## config.mk

```make
export PLATFORM = sky130hd
export DESIGN_NAME = zdle_escape_decoder_unit
export DESIGN_NICKNAME = d
export VERILOG_FILES = /design/src/zdle_pkg.sv /design/src/zdle_cfg_regs.sv /design/src/zdle_decode.sv /design/src/zdle_escape_decoder_unit.sv
export SDC_FILE = /design/constraint.sdc
export NUM_CORES = 1
export LEC_CHECK = 0
export ABC_AREA = 1
export CORE_MARGIN = 1.5
export CORE_UTILIZATION = 56
export CTS_CLUSTER_SIZE = 16
export DETAILED_ROUTE_END_ITERATION = 8
export DONT_BUFFER_PORTS = 1
export GPL_TIMING_DRIVEN = 0
export PLACE_DENSITY = 0.84
export RECOVER_POWER = 25
export SYNTH_ARGS = -nofsm -noshare
export SYNTH_HDL_FRONTEND = slang
export SYNTH_SLANG_ARGS = --single-unit
```

## constraint.sdc

```tcl
create_clock -name aclk -period 1.8 [get_ports aclk]
set_input_delay 0.36 -clock aclk [delete_from_list [all_inputs] [get_ports aclk]]
set_output_delay 0.36 -clock aclk [all_outputs]
set_load 0.005 [all_outputs]
```

## src/zdle_pkg.sv

```systemverilog
// zdle_pkg: shared types and constants for the ZDLE escape decoder.
// No dependencies; used by every module of the decoder.

package zdle_pkg;

    // Result kinds
    typedef enum logic [2:0] {
        KIND_DATA    = 3'd0,
        KIND_END     = 3'd1,
        KIND_CANCEL  = 3'd2,
        KIND_BADESC  = 3'd3,
        KIND_TIMEOUT = 3'd4
    } kind_t;

    // Register addresses (byte addresses)
    localparam int unsigned ADDR_WIDTH = 2;
    localparam logic [ADDR_WIDTH-1:0] REG_ESCAPE_CONTROLS = 2'd0;

    localparam logic [7:0] ZDLE_BYTE = 8'h18;
    localparam logic [7:0] CAN_BYTE  = 8'h18;
    localparam logic [7:0] XON_BYTE  = 8'h11;
    localparam logic [7:0] XOFF_BYTE = 8'h13;
    localparam logic [7:0] XON_PAR   = 8'h91;
    localparam logic [7:0] XOFF_PAR  = 8'h93;
    localparam logic [7:0] END_CRCE  = 8'h68;
    localparam logic [7:0] END_CRCW  = 8'h6B;
    localparam logic [7:0] RUB0_BYTE = 8'h6C;
    localparam logic [7:0] RUB1_BYTE = 8'h6D;
    localparam logic [7:0] RUB0_DATA = 8'h7F;
    localparam logic [7:0] RUB1_DATA = 8'hFF;
    localparam logic [7:0] CASE_FLIP = 8'h40;

    // Outcome of decoding one request
    typedef struct packed {
        logic       emit;
        kind_t      kind;
        logic [7:0] value;
    } dec_result_t;

endpackage

```

## src/zdle_cfg_regs.sv

```systemverilog
// zdle_cfg_regs: APB-style configuration register file of the decoder.
// Depends on zdle_pkg.

module zdle_cfg_regs (
    input  logic                              aclk,
    input  logic                              aresetn,
    input  logic                              psel,
    input  logic                              penable,
    input  logic                              pwrite,
    input  logic [zdle_pkg::ADDR_WIDTH-1:0]   paddr,
    input  logic [31:0]                       pwdata,
    output logic [31:0]                       prdata,
    output logic                              pready,
    output logic                              escape_controls
);

    logic escape_controls_reg;
    logic escape_controls_next;
    logic wr_en;

    assign pready = 1'b1;
    assign wr_en  = psel && penable && pwrite;

    // Only one register exists, so every address in the window selects it.
    always_comb begin
        escape_controls_next = escape_controls_reg;
        if (wr_en) begin
            escape_controls_next = pwdata[0];
        end
    end

    always_ff @(posedge aclk) begin
        if (!aresetn) begin
            escape_controls_reg <= 1'b0;
        end else begin
            escape_controls_reg <= escape_controls_next;
        end
    end

    always_comb begin
        prdata = 32'd0;
        case (paddr)
            zdle_pkg::REG_ESCAPE_CONTROLS: prdata = {31'd0, escape_controls_reg};
            default:                       prdata = {31'd0, escape_controls_reg};
        endcase
    end

    assign escape_controls = escape_controls_reg;

endmodule

```

## src/zdle_decode.sv

```systemverilog
// zdle_decode: escape state registers and the single-pass decode logic.
// Depends on zdle_pkg.

module zdle_decode (
    input  logic                  aclk,
    input  logic                  aresetn,
    input  logic                  advance,
    input  logic [7:0]            line_byte,
    input  logic                  timed_out,
    input  logic                  escape_controls,
    output zdle_pkg::dec_result_t result
);

    logic       escape_pending_reg;
    logic       escape_pending_next;
    logic [1:0] cancel_run_reg;
    logic [1:0] cancel_run_next;
    logic       is_flow;
    logic       is_ctrl;

    assign is_flow = (line_byte == zdle_pkg::XON_BYTE) || (line_byte == zdle_pkg::XOFF_BYTE) ||
                     (line_byte == zdle_pkg::XON_PAR)  || (line_byte == zdle_pkg::XOFF_PAR);
    assign is_ctrl = (line_byte[6:5] == 2'b00);

    always_comb begin
        escape_pending_next = escape_pending_reg;
        cancel_run_next     = cancel_run_reg;
        result.emit         = 1'b0;
        result.kind         = zdle_pkg::KIND_DATA;
        result.value        = 8'd0;

        if (timed_out) begin
            escape_pending_next = 1'b0;
            cancel_run_next     = 2'd0;
            result.emit         = 1'b1;
            result.kind         = zdle_pkg::KIND_TIMEOUT;
        end else if (!escape_pending_reg) begin
            if (line_byte == zdle_pkg::ZDLE_BYTE) begin
                escape_pending_next = 1'b1;
                cancel_run_next     = 2'd0;
            end else if (!is_flow && !(escape_controls && is_ctrl)) begin
                result.emit  = 1'b1;
                result.value = line_byte;
            end
        end else if (line_byte == zdle_pkg::CAN_BYTE) begin
            if (cancel_run_reg == 2'd3) begin
                escape_pending_next = 1'b0;
                cancel_run_next     = 2'd0;
                result.emit         = 1'b1;
                result.kind         = zdle_pkg::KIND_CANCEL;
            end else begin
                cancel_run_next = cancel_run_reg + 2'd1;
            end
        end else if (is_flow || (escape_controls && is_ctrl)) begin
            // Dropped inside an escape: the escape stays open.
            cancel_run_next = 2'd0;
        end else begin
            escape_pending_next = 1'b0;
            cancel_run_next     = 2'd0;
            result.emit         = 1'b1;
            if (line_byte >= zdle_pkg::END_CRCE && line_byte <= zdle_pkg::END_CRCW) begin
                result.kind  = zdle_pkg::KIND_END;
                result.value = {6'd0, line_byte[1:0]};
            end else if (line_byte == zdle_pkg::RUB0_BYTE) begin
                result.value = zdle_pkg::RUB0_DATA;
            end else if (line_byte == zdle_pkg::RUB1_BYTE) begin
                result.value = zdle_pkg::RUB1_DATA;
            end else if (line_byte[6:5] == 2'b10) begin
                result.value = line_byte ^ zdle_pkg::CASE_FLIP;
            end else begin
                result.kind = zdle_pkg::KIND_BADESC;
            end
        end
    end

    always_ff @(posedge aclk) begin
        if (!aresetn) begin
            escape_pending_reg <= 1'b0;
            cancel_run_reg     <= 2'd0;
        end else if (advance) begin
            escape_pending_reg <= escape_pending_next;
            cancel_run_reg     <= cancel_run_next;
        end
    end

endmodule

```

## src/zdle_escape_decoder_unit.sv

```systemverilog
// Each request is registered in the input register, its result in the result register that
// drives m_valid; a request whose result finds the result register full and stalled waits in
// the input register. Throughput: one request per cycle unless a result stalls, with no gap
// after requests that give no result; decode is one logic pass between the two registers.
// Reset: aresetn is synchronous and active low; it clears both registers' valid flags,
// the escape state and escape_controls.

module zdle_escape_decoder_unit (
    input  logic                              aclk,
    input  logic                              aresetn,
    // Input request channel
    input  logic                              s_valid,
    output logic                              s_ready,
    input  logic [7:0]                        s_line_byte,
    input  logic                              s_timed_out,
    // Result channel
    output logic                              m_valid,
    input  logic                              m_ready,
    output logic [2:0]                        m_kind,
    output logic [7:0]                        m_value,
    // Configuration port
    input  logic                              psel,
    input  logic                              penable,
    input  logic                              pwrite,
    input  logic [zdle_pkg::ADDR_WIDTH-1:0]   paddr,
    input  logic [31:0]                       pwdata,
    output logic [31:0]                       prdata,
    output logic                              pready
);

    // Input register: holds the request that is being decoded in this cycle.
    logic                  in_valid_reg;
    logic                  in_valid_next;
    logic [7:0]            in_byte_reg;
    logic                  in_timed_out_reg;

    // Result register: holds a finished result until the consumer takes it.
    logic                  out_valid_reg;
    logic                  out_valid_next;
    zdle_pkg::kind_t       out_kind_reg;
    logic [7:0]            out_value_reg;

    logic                  escape_controls;
    logic                  advance;
    logic                  s_accept;
    zdle_pkg::dec_result_t result;

    zdle_cfg_regs u_cfg (
        .aclk            (aclk),
        .aresetn         (aresetn),
        .psel            (psel),
        .penable         (penable),
        .pwrite          (pwrite),
        .paddr           (paddr),
        .pwdata          (pwdata),
        .prdata          (prdata),
        .pready          (pready),
        .escape_controls (escape_controls)
    );

    zdle_decode u_decode (
        .aclk            (aclk),
        .aresetn         (aresetn),
        .advance         (advance),
        .line_byte       (in_byte_reg),
        .timed_out       (in_timed_out_reg),
        .escape_controls (escape_controls),
        .result          (result)
    );

    // The held request leaves the input register when it gives no result, or when the
    // result register is empty or being emptied in the same cycle. The escape state is
    // committed only at that point, so a stalled request is decoded again unchanged.
    assign advance  = in_valid_reg && (!result.emit || !out_valid_reg || m_ready);
    assign s_ready  = !in_valid_reg || advance;
    assign s_accept = s_valid && s_ready;

    always_comb begin
        in_valid_next = in_valid_reg;
        if (s_accept) begin
            in_valid_next = 1'b1;
        end else if (advance) begin
            in_valid_next = 1'b0;
        end
    end

    always_comb begin
        out_valid_next = out_valid_reg;
        if (advance && result.emit) begin
            out_valid_next = 1'b1;
        end else if (m_ready) begin
            out_valid_next = 1'b0;
        end
    end

    always_ff @(posedge aclk) begin
        if (!aresetn) begin
            in_valid_reg  <= 1'b0;
            out_valid_reg <= 1'b0;
        end else begin
            in_valid_reg  <= in_valid_next;
            out_valid_reg <= out_valid_next;
        end
    end

    // Payload registers carry no reset.
    always_ff @(posedge aclk) begin
        if (s_accept) begin
            in_byte_reg      <= s_line_byte;
            in_timed_out_reg <= s_timed_out;
        end
        if (advance && result.emit) begin
            out_kind_reg  <= result.kind;
            out_value_reg <= result.value;
        end
    end

    assign m_valid = out_valid_reg;
    assign m_kind  = out_kind_reg;
    assign m_value = out_value_reg;

endmodule

```

==> key figures <==
Die
  • Initial core utilization: 60.7%
  • Vert. Die Dim: 55.3 um
  • Die Span X: 55.3 um
  • Core Region: 2520 sq um
  • Ports: 96
  • DIE AREA: 3060 sq um
  • Row cnt: 18

Detailed routing
  • Iteration-0 DRC Markers: 58
  • Drt drc: 0
  • Routed vias: 1,246
  • Antenna-violating nets left: 0
  • DRT Pass-1 Iters: 4
  • Drt wl/cell: 11.6 um
  • Total routed wirelength: 2.89 mm
  • Vias/cell: 5.00

Timing
  • Fin Setup TNS: -0.0952 ns
  • Final setup viols: 1
  • Fmax achieved: 528 MHz
  • Fin. Hold Viols: 0
  • Unrepaired setup endpoints after global routing: yes
  • Fin crit period: around 1.9 ns
  • Tcrit/Tclk final: 105%
  • Final Skew: slightly above 0.005 ns
  • Setup WS post-layout: -0.0952 ns
  • Slew Limit Fails: 0

Clock tree
  • Cts hold-fix bufs: 0
  • Clock root cell: clkbuf_4
  • Clk slew on worst S/H paths: around 0.14 ns
  • Clock tree buffer depth: 2
  • Sink Count: 26
  • Clk Latency, worst-skew pair: 0.32 ns
  • CTS H-tree lvls: 1
  • CTS tree: yes
  • Num CTS Buffers: 3

Synth
  • Commonest cells in the netlist: 33 x buf_4, 28 x nand2_1, 20 x edfxtp_1, 20 x inv_1
  • Post-synth EDFFs: 20
  • YS warnings: 0
  • Synth Instances: 171
  • Top FF cell, synth: edfxtp_1
  • Leading area contributor after synthesis: edfxtp_1
  • Synth area leaders: edfxtp_1 39%, buf_4 16%, dfxtp_1 7.8%
  • Unique masters post-synth: 23
  • Syn Area/Cell: 8.95 sq um
  • Yosys top cell area share: 39.2%
  • Sequential-to-total area share from yosys stat: 47.1%
  • FFs w/ async S/R, synth: 0%
  • Synthesized area: 1530 sq um
  • Most common cell in the netlist: buf_4
  • Post-synthesis register bit count: 26

Run
  • Max_cap viols: 0

Power
  • Leakage power: a little under 0.9 nW
  • Design Power: 1.29 mW
  • Pwr per Cell Area: 690 nW/um^2
  • Share of power burned in registers: 54.6%
  • Clock power frac: between 30% and 40%
  • Switching share of power: 22.8%
  • Maximum vdd drop: 0.000547 V
  • P_sw: 0.293 mW
  • Logic pwr share: 14.6%
  • Int Power: between 0.9 and 1 mW

Cells and area
  • Antenna fix cells: 0
  • Share of cells above drive strength 1: 34.7%
  • Register area: around 700 sq um
  • Area of the multi-input gates: 599 sq um
  • P&R area growth vs syn: 22.0%
  • Nets: roughly 270
  • Layout fillers: 179

Global route
  • Global Route Usage Sum: 18.3%
  • Initial antenna violation count: 0
  • Largest net degree at the start of global routing: 16
  • Gr ovfl total: 0
  • Via count of the first global-routing pass: 1,085
  • First-pass GRT wire length: approximately 4.5 mm

Placement
  • GP Congestion: 0.923
  • Buffers on Ports: 0
  • HPWL Detailed: just under 2 mm

Critical path
  • CP Class: reg2out
  • CP Cell Sequence: inv_2 > nand2_2 > nor2_4 > nand4_1 > nand3_4 > nand3_4
  • Worst Setup End Kind: output pin
  • CP arrival: 1.54 ns
  • Worst path required time: between 1 and 1.5 ns
  • Largest stage delay on the critical path: 0.44 ns
  • CP most frequent cell: nand3_4
  • CP max FO: 3
  • Slowest cell on crit path: edfxtp_1
  • Critical path launch point type: flip-flop

Run status
  • Outcome: complete, but fails checks
  • Failing checks: setup timing

Worst hold path
  • Hold Crit Class: in2reg
-- metal layers --
layer / track usage (%) / vias up / routed length, um
li1: - / 587 / -
met1: 20.4 / 541 / 1080
met2: 32.0 / 100 / 1390
met3: 4.22 / 18 / 286
met4: 10.1 / 0 / 131
met5: 0 / - / 0
-- what timing repair did --
action	4_1_cts	5_1_grt
gates resized for setup	5	6
cloned	0	1
setup buffers	9	4
endpoints found under the setup margin	21	24
pin swaps	3	2
-- critical path, delay by kind of cell, from the launching register on --
kind                   cells  cell delay [ns]
buffers and inverters      1             0.10
flip-flops                 1             0.44
AND/OR/NAND/NOR            5             0.67
-- final timing paths --
kind	slack, ns	cells after the start	start	end
worst max-delay path	-0.1	6	in_byte_reg[6]	s_ready
worst min-delay path	0.12	0	s_line_byte[6]	in_byte_reg[6]
worst max register to register	0.05	7	in_byte_reg[6]	m_value[2]
worst min register to register	0.48	2	u_cfg.escape_controls	u_cfg.escape_controls
-- final cells by class --
type                    instances  area share (%)
flip-flops and latches         26            38.6
multi-input cells             116            32.1
plain buffers                  34            13.5
inverters                      25            5.36
repair buffers                 13            5.23
well taps                      30            2.01
clock inverters                 1            1.61
clock buffers                   3            1.21
repair inverters                1           0.402
-- cells by family (layout without fill, tap and decap cells) --
family                     count (synthesis)  count (layout)  share of synthesized area (%)
and+or+nand+nor                           68              68                           23.4
adders and majority gates                  1               1                          0.818
buffers and inverters                     59              77                           22.6
DFF                                       26              26                           47.1
other                                      2              32                          0.491
AOI/OAI and AO/OA                         15              15                           5.64
-- stage by stage --
step                      worst slack [ns]  hold slack (ns)  util, %  instances  cell area (sq um)
after floorplan                     0.0797            0.437        -        201               1640
after global placement              -0.104            0.459     66.6        231               1680
after detailed placement            -0.139            0.459     66.6        231               1680
after CTS                          -0.0193            0.115     71.8        244               1810
after global routing                -0.185            0.107     74.0        249               1870
final                              -0.0952            0.120     74.0        249               1870
-- cell usage in the layout, fill, tap and decap left out, types with 9 or more instances in the layout --
cell type	count
inv_1	17
nand2_1	26
nor2_1	11
edfxtp_1	20
nand3_1	9
buf_4	46
conb_1	32
a21oi_1	12
-- power groups by stage --
| stage | registers [mW] | logic [mW] | clock network [mW] |
|---|---|---|---|
| 6_report | 0.704 | 0.188 | 0.397 |
| 5_1_grt | 0.708 | 0.207 | 0.419 |
| 4_1_cts | 0.703 | 0.167 | 0.400 |
| 3_5_place_dp | 0.721 | 0.147 | 0 |
| 3_3_place_gp | 0.718 | 0.143 | 0 |
| 2_1_floorplan | 0.714 | 0.133 | 0 |
No activity file was read; power rests on OpenSTA's default activity.
